==> config.mk <==
export PLATFORM = sky130hd
export DESIGN_NAME = modular_inverse_ext_euclid_core
export DESIGN_NICKNAME = d
export VERILOG_FILES = /design/src/design/mie_pkg.sv /design/src/design/mie_ctrl.sv /design/src/design/mie_dp.sv /design/src/design/modular_inverse_ext_euclid_core.sv
export SDC_FILE = /design/constraint.sdc
export NUM_CORES = 1
export LEC_CHECK = 0
export ABC_AREA = 1
export BUFFER_PORTS_ARGS = -buffer_cell sky130_fd_sc_hd__buf_2
export CORE_MARGIN = 4
export CORE_UTILIZATION = 37
export DETAILED_ROUTE_END_ITERATION = 6
export GPL_ROUTABILITY_DRIVEN = 0
export HOLD_SLACK_MARGIN = 0.08
export SKIP_LAST_GASP = 1
export SYNTH_ARGS = -nofsm -noshare
export SYNTH_HDL_FRONTEND = slang
export SYNTH_SLANG_ARGS = --single-unit
==> constraint.sdc <==
create_clock -name clk_i -period 7.5 [get_ports clk_i]
set_input_delay 0.75 -clock clk_i [delete_from_list [all_inputs] [get_ports clk_i]]
set_output_delay 0.75 -clock clk_i [all_outputs]
set_load 0.02 [all_outputs]
==> src/design/mie_pkg.sv <==
`default_nettype none

package mie_pkg;

  // Operand width
  localparam int VALUE_BITS = 31;
  // Signed width of the Bezout coefficients and the partial products
  localparam int COEF_BITS  = VALUE_BITS + 3;
  // Bit counter of the divider
  localparam int CNT_BITS   = $clog2(VALUE_BITS);
  localparam logic [CNT_BITS-1:0] CNT_LAST = CNT_BITS'(VALUE_BITS - 1);

  // Modulus after reset
  localparam logic [VALUE_BITS-1:0] MODULUS_RESET = VALUE_BITS'(64'd1000000007);

  // Commands from the controller to the datapath
  typedef struct packed {
    logic load;      // take the item and the modulus, start the recurrence
    logic div_init;  // start one quotient/remainder step
    logic div_step;  // one bit of the restoring divider
    logic update;    // shift the remainder and coefficient pairs
    logic finish;    // reduce and write the output register
  } dp_cmd_t;

  // Status from the datapath
  typedef struct packed {
    logic rcur_zero;
  } dp_sts_t;

endpackage

`default_nettype wire

==> src/design/mie_ctrl.sv <==
`default_nettype none

module mie_ctrl import mie_pkg::*; (
  input  logic    clk_i,
  input  logic    rst_ni,
  input  logic    in_valid_i,
  output logic    in_stall_o,
  output logic    out_valid_o,
  input  logic    out_stall_i,
  input  dp_sts_t sts_i,
  output dp_cmd_t cmd_o
);

  typedef enum logic [4:0] {
    ST_IDLE = 5'b00001,
    ST_CHK  = 5'b00010,
    ST_DIV  = 5'b00100,
    ST_UPD  = 5'b01000,
    ST_FIN  = 5'b10000
  } state_e;

  state_e              state_q, state_d;
  logic [CNT_BITS-1:0] cnt_q, cnt_d;
  logic                out_valid_q, out_valid_d;

  // Next state and datapath commands
  always_comb begin
    state_d = state_q;
    cnt_d   = cnt_q;
    cmd_o   = '0;
    unique case (state_q)
      ST_IDLE: begin
        if (in_valid_i) begin
          cmd_o.load = 1'b1;
          state_d    = ST_CHK;
        end
      end
      ST_CHK: begin
        if (sts_i.rcur_zero) begin
          state_d = ST_FIN;
        end else begin
          cmd_o.div_init = 1'b1;
          cnt_d          = '0;
          state_d        = ST_DIV;
        end
      end
      ST_DIV: begin
        cmd_o.div_step = 1'b1;
        cnt_d          = cnt_q + 1'b1;
        if (cnt_q == CNT_LAST) begin
          state_d = ST_UPD;
        end
      end
      ST_UPD: begin
        cmd_o.update = 1'b1;
        state_d      = ST_CHK;
      end
      ST_FIN: begin
        // wait for the output register to be free
        if (!out_valid_q || !out_stall_i) begin
          cmd_o.finish = 1'b1;
          state_d      = ST_IDLE;
        end
      end
      default: begin
        state_d = ST_IDLE;
      end
    endcase
  end

  // Output valid: set on a new result, cleared when taken
  always_comb begin
    out_valid_d = out_valid_q;
    priority if (cmd_o.finish) begin
      out_valid_d = 1'b1;
    end else if (out_valid_q && !out_stall_i) begin
      out_valid_d = 1'b0;
    end
  end

  always_ff @(posedge clk_i or negedge rst_ni) begin
    if (!rst_ni) begin
      state_q     <= ST_IDLE;
      cnt_q       <= '0;
      out_valid_q <= 1'b0;
    end else begin
      state_q     <= state_d;
      cnt_q       <= cnt_d;
      out_valid_q <= out_valid_d;
    end
  end

  assign in_stall_o  = (state_q != ST_IDLE);
  assign out_valid_o = out_valid_q;

endmodule

`default_nettype wire

==> src/design/mie_dp.sv <==
`default_nettype none

module mie_dp import mie_pkg::*; (
  input  logic                  clk_i,
  input  logic                  rst_ni,
  input  dp_cmd_t               cmd_i,
  output dp_sts_t               sts_o,
  input  logic [VALUE_BITS-1:0] a_value_i,
  input  logic                  modulus_we_i,
  input  logic [VALUE_BITS-1:0] modulus_i,
  output logic [VALUE_BITS-1:0] inverse_o,
  output logic                  exists_o
);

  logic [VALUE_BITS-1:0] mod_q;
  logic [VALUE_BITS-1:0] n_q;
  logic [VALUE_BITS-1:0] r_old_q, r_cur_q;
  logic signed [COEF_BITS-1:0] s_old_q, s_cur_q;
  logic [VALUE_BITS-1:0] dvd_q, prem_q;
  logic signed [COEF_BITS-1:0] prod_q;
  logic [VALUE_BITS-1:0] inverse_q;
  logic                  exists_q;

  // Restoring divider bit: remainder and quotient times s_cur, MSB first
  logic [VALUE_BITS:0]         shifted, divisor_ext, diff;
  logic                        take;
  logic [VALUE_BITS-1:0]       prem_nxt;
  logic signed [COEF_BITS-1:0] prod_nxt;

  assign shifted     = {prem_q, dvd_q[VALUE_BITS-1]};
  assign divisor_ext = {1'b0, r_cur_q};
  assign take        = (shifted >= divisor_ext);
  assign diff        = shifted - divisor_ext;
  assign prem_nxt    = take ? diff[VALUE_BITS-1:0] : shifted[VALUE_BITS-1:0];
  assign prod_nxt    = (prod_q <<< 1) + (take ? s_cur_q : COEF_BITS'(0));

  // Final reduction of the coefficient into 0..n-1 (|s_old| <= n)
  logic signed [COEF_BITS-1:0] n_s, s_mag, mag_red, neg_inv, inv_full;
  logic                        s_neg, ok;

  assign n_s      = $signed({{(COEF_BITS-VALUE_BITS){1'b0}}, n_q});
  assign s_neg    = s_old_q[COEF_BITS-1];
  assign s_mag    = s_neg ? -s_old_q : s_old_q;
  assign mag_red  = (s_mag >= n_s) ? (s_mag - n_s) : s_mag;
  assign neg_inv  = (mag_red == '0) ? COEF_BITS'(0) : (n_s - mag_red);
  assign inv_full = s_neg ? neg_inv : mag_red;
  assign ok       = (r_old_q == VALUE_BITS'(1)) && (n_q != '0);

  // Modulus register
  always_ff @(posedge clk_i or negedge rst_ni) begin
    if (!rst_ni) begin
      mod_q <= MODULUS_RESET;
    end else if (modulus_we_i) begin
      mod_q <= modulus_i;
    end
  end

  // Euclid recurrence and divider registers
  always_ff @(posedge clk_i) begin
    if (cmd_i.load) begin
      n_q     <= mod_q;
      r_old_q <= a_value_i;
      r_cur_q <= mod_q;
      s_old_q <= COEF_BITS'(1);
      s_cur_q <= '0;
    end else if (cmd_i.update) begin
      r_old_q <= r_cur_q;
      r_cur_q <= prem_q;
      s_old_q <= s_cur_q;
      s_cur_q <= s_old_q - prod_q;
    end
    if (cmd_i.div_init) begin
      dvd_q  <= r_old_q;
      prem_q <= '0;
      prod_q <= '0;
    end else if (cmd_i.div_step) begin
      dvd_q  <= dvd_q << 1;
      prem_q <= prem_nxt;
      prod_q <= prod_nxt;
    end
  end

  // Output register
  always_ff @(posedge clk_i) begin
    if (cmd_i.finish) begin
      inverse_q <= ok ? inv_full[VALUE_BITS-1:0] : '0;
      exists_q  <= ok;
    end
  end

  assign sts_o.rcur_zero = (r_cur_q == '0);
  assign inverse_o       = inverse_q;
  assign exists_o        = exists_q;

endmodule

`default_nettype wire

==> src/design/modular_inverse_ext_euclid_core.sv <==
// Modular inverse by the extended Euclidean algorithm.
// Input channel: a_value_i with in_valid_i / in_stall_o. One item per result.
// Output channel: inverse_o and exists_o with out_valid_o / out_stall_i.
// exists_o is 1 when gcd(a_value, modulus) is 1 and the modulus is nonzero; otherwise inverse_o is 0.
// Configuration: modulus_we_i writes modulus_i into the modulus register,
// which resets to 1000000007. Write it only while no item is in flight.
// One item is worked at a time. Each Euclid step runs a shared restoring
// divider one bit per cycle, between a check state and an update state.
// The result enters the output register after the last step, at most 45
// steps for 31-bit operands; the next item can be accepted in the cycle
// after. in_stall_o is high from acceptance until the result enters the
// output register.
// The output register holds the result while out_stall_i is high; a new item
// can be accepted while it waits, and that item's result waits in turn for
// the register to empty before it is written.
// Reset clears the controller and the output valid and restores the modulus.
`default_nettype none

module modular_inverse_ext_euclid_core import mie_pkg::*; (
  input  logic                  clk_i,
  input  logic                  rst_ni,
  input  logic                  in_valid_i,
  output logic                  in_stall_o,
  input  logic [VALUE_BITS-1:0] a_value_i,
  input  logic                  modulus_we_i,
  input  logic [VALUE_BITS-1:0] modulus_i,
  output logic                  out_valid_o,
  input  logic                  out_stall_i,
  output logic [VALUE_BITS-1:0] inverse_o,
  output logic                  exists_o
);

  dp_cmd_t cmd;
  dp_sts_t sts;

  // Controller
  mie_ctrl u_ctrl (
    .clk_i       (clk_i),
    .rst_ni      (rst_ni),
    .in_valid_i  (in_valid_i),
    .in_stall_o  (in_stall_o),
    .out_valid_o (out_valid_o),
    .out_stall_i (out_stall_i),
    .sts_i       (sts),
    .cmd_o       (cmd)
  );

  // Datapath
  mie_dp u_dp (
    .clk_i        (clk_i),
    .rst_ni       (rst_ni),
    .cmd_i        (cmd),
    .sts_o        (sts),
    .a_value_i    (a_value_i),
    .modulus_we_i (modulus_we_i),
    .modulus_i    (modulus_i),
    .inverse_o    (inverse_o),
    .exists_o     (exists_o)
  );

endmodule

`default_nettype wire

==> results of run 1 <==
[worst max path at each step]
stage,start,endpoint,cells past startpoint
after floorplan,u_dp.r_cur_q[0],u_dp.prod_q[32],36
after global placement,u_dp.r_cur_q[0],u_dp.prod_q[33],34
after detailed placement,u_dp.r_cur_q[0],u_dp.prod_q[33],34
after CTS,u_dp.r_cur_q[0],u_dp.prod_q[33],34
after global routing,u_dp.r_cur_q[0],u_dp.prod_q[30],33
final,u_dp.r_cur_q[0],u_dp.prod_q[33],34
[kinds of logic after synthesis]
family          after synthesis
compound gates              671
simple gates               1388
buf+inv                     593
mux                          29
xor+xnor                    133
flops                       331
fa+ha+maj                   143
[power by group through the flow]
stage                     Sequential (mW)  Combinational, mW  Clock, mW
final                                2.81               5.59       2.01
after global placement               2.83               5.51          0
after global routing                 2.85               6.31       2.13
after detailed placement             2.83               5.53          0
after CTS                            2.80               5.57       2.06
after floorplan                      2.71               4.19          0
[routing by layer]
metal / share of wire / vias to the layer above / global-route usage
met3: 0.059 / 105 / 0.0277
met5: 0 / - / 0
met1: 0.45 / 10107 / 0.273
met2: 0.47 / 604 / 0.359
met4: 0.025 / 0 / 0.0553
li1: - / 11057 / -
[per-stage QoR]
stage	power [mW]	setup slack, ns	hold WS, ns	cell area, um^2
2_1_floorplan	6.90	1.85	0.443	23600
3_3_place_gp	8.34	0.993	0.456	24900
3_5_place_dp	8.36	0.980	0.458	24900
4_1_cts	10.4	0.951	0.266	26300
5_1_grt	11.3	0.146	0.299	26300
6_report	10.4	0.952	0.264	26300
[worst reg2reg max path: cells and delay by family (launching register included)]
| kind | cells | cell delay (ns) |
|---|---|---|
| AO/OA/AOI/OAI | 15 | 3.05 |
| XOR/XNOR | 1 | 0.22 |
| adder cells (fa/ha/maj) | 3 | 1.08 |
| buffers and inverters | 2 | 0.42 |
| flip-flops | 1 | 0.42 |
| AND/OR/NAND/NOR | 13 | 1.26 |
[final cells by class]
type / instances / area, um^2 / share of cell area
Timing Repair Buffer: 119 / 643 / 0.0244
Clock inverter: 21 / 238 / 0.00904
Inverter: 503 / 1890 / 0.0718
Tap cell: 846 / 1060 / 0.0402
Sequential cell: 331 / 8420 / 0.320
Clock buffer: 52 / 1130 / 0.0429
Multi-Input combinational cell: 2364 / 12900 / 0.492
[registers in the layout (all words and copies together) (netlist names)]
signal              cells
u_dp.s_old_q           34
u_dp.prod_q            34
u_dp.mod_q             31
u_dp.prem_q            31
u_dp.r_cur_q           31
u_dp.s_cur_q           34
u_dp.r_old_q           31
u_dp.n_q               31
u_dp.dvd_q             31
u_ctrl.state_q          5
u_dp.exists_o           1
u_ctrl.cnt_q            5
u_ctrl.out_valid_o      1
u_dp.inverse_o         31
[cells in the final DEF, fill, tap and decap left out, types with 6 or more instances in the layout]
cell type  Yosys  routed
nand2_1      821     820
inv_1        489     488
o21ai_0      251     251
a21oi_1      249     248
nor2_1       213     212
nand3_1      194     193
edfxtp_1     156     156
ha_1         139     139
dfxtp_1      133     133
buf_2          7     100
xor2_1        87      87
xnor2_1       46      46
o22ai_1       46      46
clkbuf_16      0      43
nand4_1       42      42
nor3_1        29      29
mux2_2        29      29
dfrtp_1       25      25
nor4_1        24      23
buf_4          4      19
a21boi_0      18      18
o21ai_1       17      17
o211ai_1      17      17
dfstp_2       17      17
inv_2         13      15
o21bai_1      14      14
nor2_2        13      13
nand2_2       13      13
o21a_1        12      12
a31oi_1       11      11
a21o_1        10      10
or2_2          9       9
nand3_2        7       8
clkbuf_1      67       7
o31ai_1        6       6
clkinv_2       0       6
==> flow_summary.toml, run 1 <==
[power_and_ir_drop]
internal_power_mw = 5.49
ir_worst_vdd_mv = 0.217
p_sw_mw = 4.91
seqPwrFrac = 0.270
swShare = 0.472
clkPwrFrac = 0.193
power_leakage_nw = 12.4
comb_power_share = 0.537
power_density_nw_per_um2 = 395

[logic_synthesis]
synth_mux_area_frac = 0.0138
synth_area_leader_cell = "edfxtp_1"
synth_top_area_share = 0.199
synth_edf_count = 156
synth_xor_area_frac = 0.0494
synthArstFlopShare = 0.127
syn_inst = 3288
syn_nets = 3498
synthAdderAreaFrac = 0.0771
ys_warn_count = 0
syn_area_um2 = 23600
yosysMostFrequentCell = "nand2_1"
synthTopCellsByArea = "edfxtp_1 20%, nand2_1 13%, dfxtp_1 11%, inv_1 7.8%, ha_1 7.4%"
netlist_top_cells_count = "821 x nand2_1, 489 x inv_1, 251 x o21ai_0"
synth_compound_area_frac = 0.157
synth_top_family_by_area = "simple AND/OR/NAND/NOR gates"
yosys.cell_types.count = 61
synth_area_per_cell_um2 = 7.17
ys_seq_area_frac = 0.357
synthSimpleGateAreaFrac = 0.250
synth-seq-cells = 331
synth_top_flop_cell = "edfxtp_1"

[timing]
rsz0062_at_grt = "no"
fin_crit_sh = 0.873
drv_slew = 0
finalSetupTns_ns = 0
fmax_ghz = 0.153
post-route-min-period_ns = 6.55
worstMarginPinSlew_ns = 1.04
skew_ns = 0.0276
finalSetupViolCount = 0
maxSlewHeadroom = 0.307
hold_viol = 0

[clock_tree]
hold_buffers = 0
clock-root-buffer = "clkbuf_16"
cts_buffer_depth = 3
clock_latency_ns = 0.57
numCtsBuffers = 40
cts_resized = 0
ctsHtreeMaxLevel = 2
path_clk_slew_ns = 0.06
postCtsSetupBuffers = 0
numClockSinks = 331
cts_tree = "done"

[setup_path]
cp-start-kind = "flop"
rrSetupSlack_ns = 0.95
path_buf_inv = 2
crit_path_end_kind = "flop"
r2r-end = "u_dp.prod_q[33]"
rr_startpoint = "u_dp.r_cur_q[0]"
slowest_stage = "edfxtp_1"
worstPathMaxFanout = 33
cp.required_ns = 7.96
critical_path_arrival_ns = 7.00
critPathTopFamily = "compound AO/OA/AOI/OAI gates"
crit_top_cell = "nand2_1"
reg2reg_depth = 34
slowest_delay_ns = 0.42
critPathKind = "reg2reg"

[routing]
ant_nets = 0
num_vias = 21873
routed_wl_mm = 71.9
first_iter_violations = 1600
wire_per_inst_um = 17.0
drc = 0
drtPass1Iterations = 7
viasPerCell = 5.16

[grt]
grt_max_degree = 82
grt_first_pass_wirelength_mm = 112
grt_pass1_vias = 20814
gr-total-overflow = 0
groute.usage.overall = 0.207
antenna_found_initial = 1

[cells_and_area]
finalCoreUtilization = 0.417
syn_to_final_growth_pct = 11.5
drive_gt1_frac = 0.0882
n_antenna_cell = 0
nets = 3569
fillerInstances = 6748
finalNonFillerCells = 4236

[die]
die_w_um = 260
dieArea_um2 = 67900
start_util = 0.374
die-height_um = 260
std_cell_rows = 92
core_area_um2 = 63100
io-pin-count = 101

[placed_design]
dp_hpwl_mm = 56.5
placed_cells = 4163
port_buffers = 100

[status]
outcome = "completed"

[job]
max_cap_violations = 0

[hold_path]
hold_class = "in2async"
Note: power is estimated with default switching activity, not from simulation.
==> inputs of run 2 (changes only) <==
--- a/config.mk
+++ b/config.mk
@@ -7,11 +7,14 @@
 export LEC_CHECK = 0
 export ABC_AREA = 1
 export BUFFER_PORTS_ARGS = -buffer_cell sky130_fd_sc_hd__buf_2
+export CELL_PAD_IN_SITES_DETAIL_PLACEMENT = 0
+export CELL_PAD_IN_SITES_GLOBAL_PLACEMENT = 1
 export CORE_MARGIN = 4
 export CORE_UTILIZATION = 37
 export DETAILED_ROUTE_END_ITERATION = 6
 export GPL_ROUTABILITY_DRIVEN = 0
 export HOLD_SLACK_MARGIN = 0.08
+export PLACE_DENSITY_LB_ADDON = 0.1
 export SKIP_LAST_GASP = 1
 export SYNTH_ARGS = -nofsm -noshare
 export SYNTH_HDL_FRONTEND = slang
==> run 2 against run 1 <==
Net effect:
- global-route usage grew 2.0 points
- hold slack lost 0.0065 ns
- combinational power grew 3%
- sequential power is essentially flat
- register-to-register slack lost 0.27 ns
- worst setup slack lost 0.27 ns
- sequential share of layout area is essentially flat
- critical path type unchanged
- critical endpoint is now u_dp.inverse_o[24]
==> flow_summary.toml, run 2 (synthesized netlist as in run 1, its figures left out) <==
[status]
outcome = "completed"

[routing]
drc = 0
drtPass1Iterations = 5
viasPerCell = 5.18
routed_wl_mm = 79.3
ant_nets = 0
first_iter_violations = 1296
num_vias = 21974
wire_per_inst_um = 18.7

[clock_tree]
clock-root-buffer = "clkbuf_16"
postCtsSetupBuffers = 0
path_clk_slew_ns = 0.06
ctsHtreeMaxLevel = 2
hold_buffers = 0
numCtsBuffers = 42
numClockSinks = 331
cts_tree = "done"
clock_latency_ns = 0.59
cts_buffer_depth = 3

[grt]
antenna_found_initial = 0
grt_first_pass_wirelength_mm = 120
grt_max_degree = 84
gr-total-overflow = 0
groute.usage.overall = 0.228
grt_pass1_vias = 21126

[cells_and_area]
nets = 3570
regArea_um2 = 8420
n_antenna_cell = 0
drive_gt1_frac = 0.0893
reg_top3 = "u_dp.prod_q: 34 flops, u_dp.s_cur_q: 34 flops, u_dp.s_old_q: 34 flops"
most-common-layout-cells = "820 x nand2_1, 488 x inv_1, 251 x o21ai_0"
multiInputGateArea_um2 = 12900
layout_commonest_cell = "nand2_1"
syn_to_final_growth_pct = 11.6
fillerInstances = 6749
finalNonFillerCells = 4240

[power_and_ir_drop]
power_density_nw_per_um2 = 402
power_leakage_nw = 12.5
ir_worst_vdd_mv = 0.382

[die]
start_util = 0.374
io-pin-count = 101
die-height_um = 260
std_cell_rows = 92
dieArea_um2 = 67900
die_w_um = 260
core_area_um2 = 63100

[setup_path]
critical_path_arrival_ns = 7.13
cp-start-kind = "flop"
rrSetupSlack_ns = 0.69
slowest_stage = "nand2_4"
slowest_delay_ns = 0.54
critPathKind = "reg2reg"
crit_top_cell = "nand2_1"
crit_path_end_kind = "flop"
cp.required_ns = 7.81
worstPathMaxFanout = 43

[timing]
drv_slew = 0
finalSetupTns_ns = 0
fmax_ghz = 0.147
finalSetupViolCount = 0
post-route-min-period_ns = 6.81
worstMarginPinSlew_ns = 1.19
fin_crit_sh = 0.908
rsz0062_at_grt = "no"
skew_ns = 0.0345
hold_viol = 0
maxSlewHeadroom = 0.206

[placed_design]
dp_hpwl_mm = 62.3
placed_cells = 4162
port_buffers = 100

[hold_path]
hold_class = "in2async"

[job]
max_cap_violations = 0
run 2: per-layer routing:
layer / track usage / part of all wire / routed length [um]
met3: 0.0248 / 0.043 / 3380
met1: 0.299 / 0.44 / 35300
met4: 0.0608 / 0.026 / 2020
met2: 0.400 / 0.49 / 38600
met5: 0 / 0 / 0
run 2: report_power, final:
group / internal, mW / leakage [nW] / switching (mW)
combinational: 1.82 / 8.69 / 3.93
clock: 1.17 / 0.678 / 0.841
sequential: 2.50 / 3.09 / 0.319
run 2: stage by stage:
stage,total power [mW],setup slack [ns],utilization,hold WS [ns],cell area [um^2]
after global routing,11.5,0.0579,0.417,0.306,26300
after detailed placement,8.54,0.674,0.395,0.465,24900
after floorplan,6.90,1.85,-,0.443,23600
after global placement,8.53,0.670,0.395,0.458,24900
final,10.6,0.687,0.417,0.258,26300
after CTS,10.6,0.613,0.417,0.273,26300
run 2: final timing paths:
check                                      start                  to  cells after the start
worst max-delay path             u_dp.s_old_q[0]  u_dp.inverse_o[24]                     30
worst min-delay path                      rst_ni     u_ctrl.cnt_q[1]                      2
worst max register to register   u_dp.s_old_q[0]  u_dp.inverse_o[24]                     30
worst min register to register  u_dp.s_cur_q[25]    u_dp.s_old_q[25]                      2
max in group asynchronous                 rst_ni       u_dp.mod_q[7]                      2
min in group clk_i                 modulus_i[12]      u_dp.mod_q[12]                      2
run 2: worst max-delay path: cells and delay by family, from the launching register on:
kind	cells	cell delay, ns
compound gates	4	0.63
buf+inv	4	0.72
simple gates	19	4.08
fa+ha+maj	2	0.54
xor+xnor	1	0.20
flops	1	0.34
run 2: area by class of cell:
class                   count  share of cell area
repair buffers            118              0.0242
flip-flops and latches    331               0.320
clock inverters            21             0.00642
multi-input cells        2364               0.492
clock buffers              57              0.0460
well taps                 846              0.0402
inverters                 503              0.0717
run 2: repair_timing:
item | 4_1_cts | 5_1_grt
setup endpoints to repair | 0 | 4
gates resized for setup | 0 | 2
endpoints found under the hold margin | 0 | 0
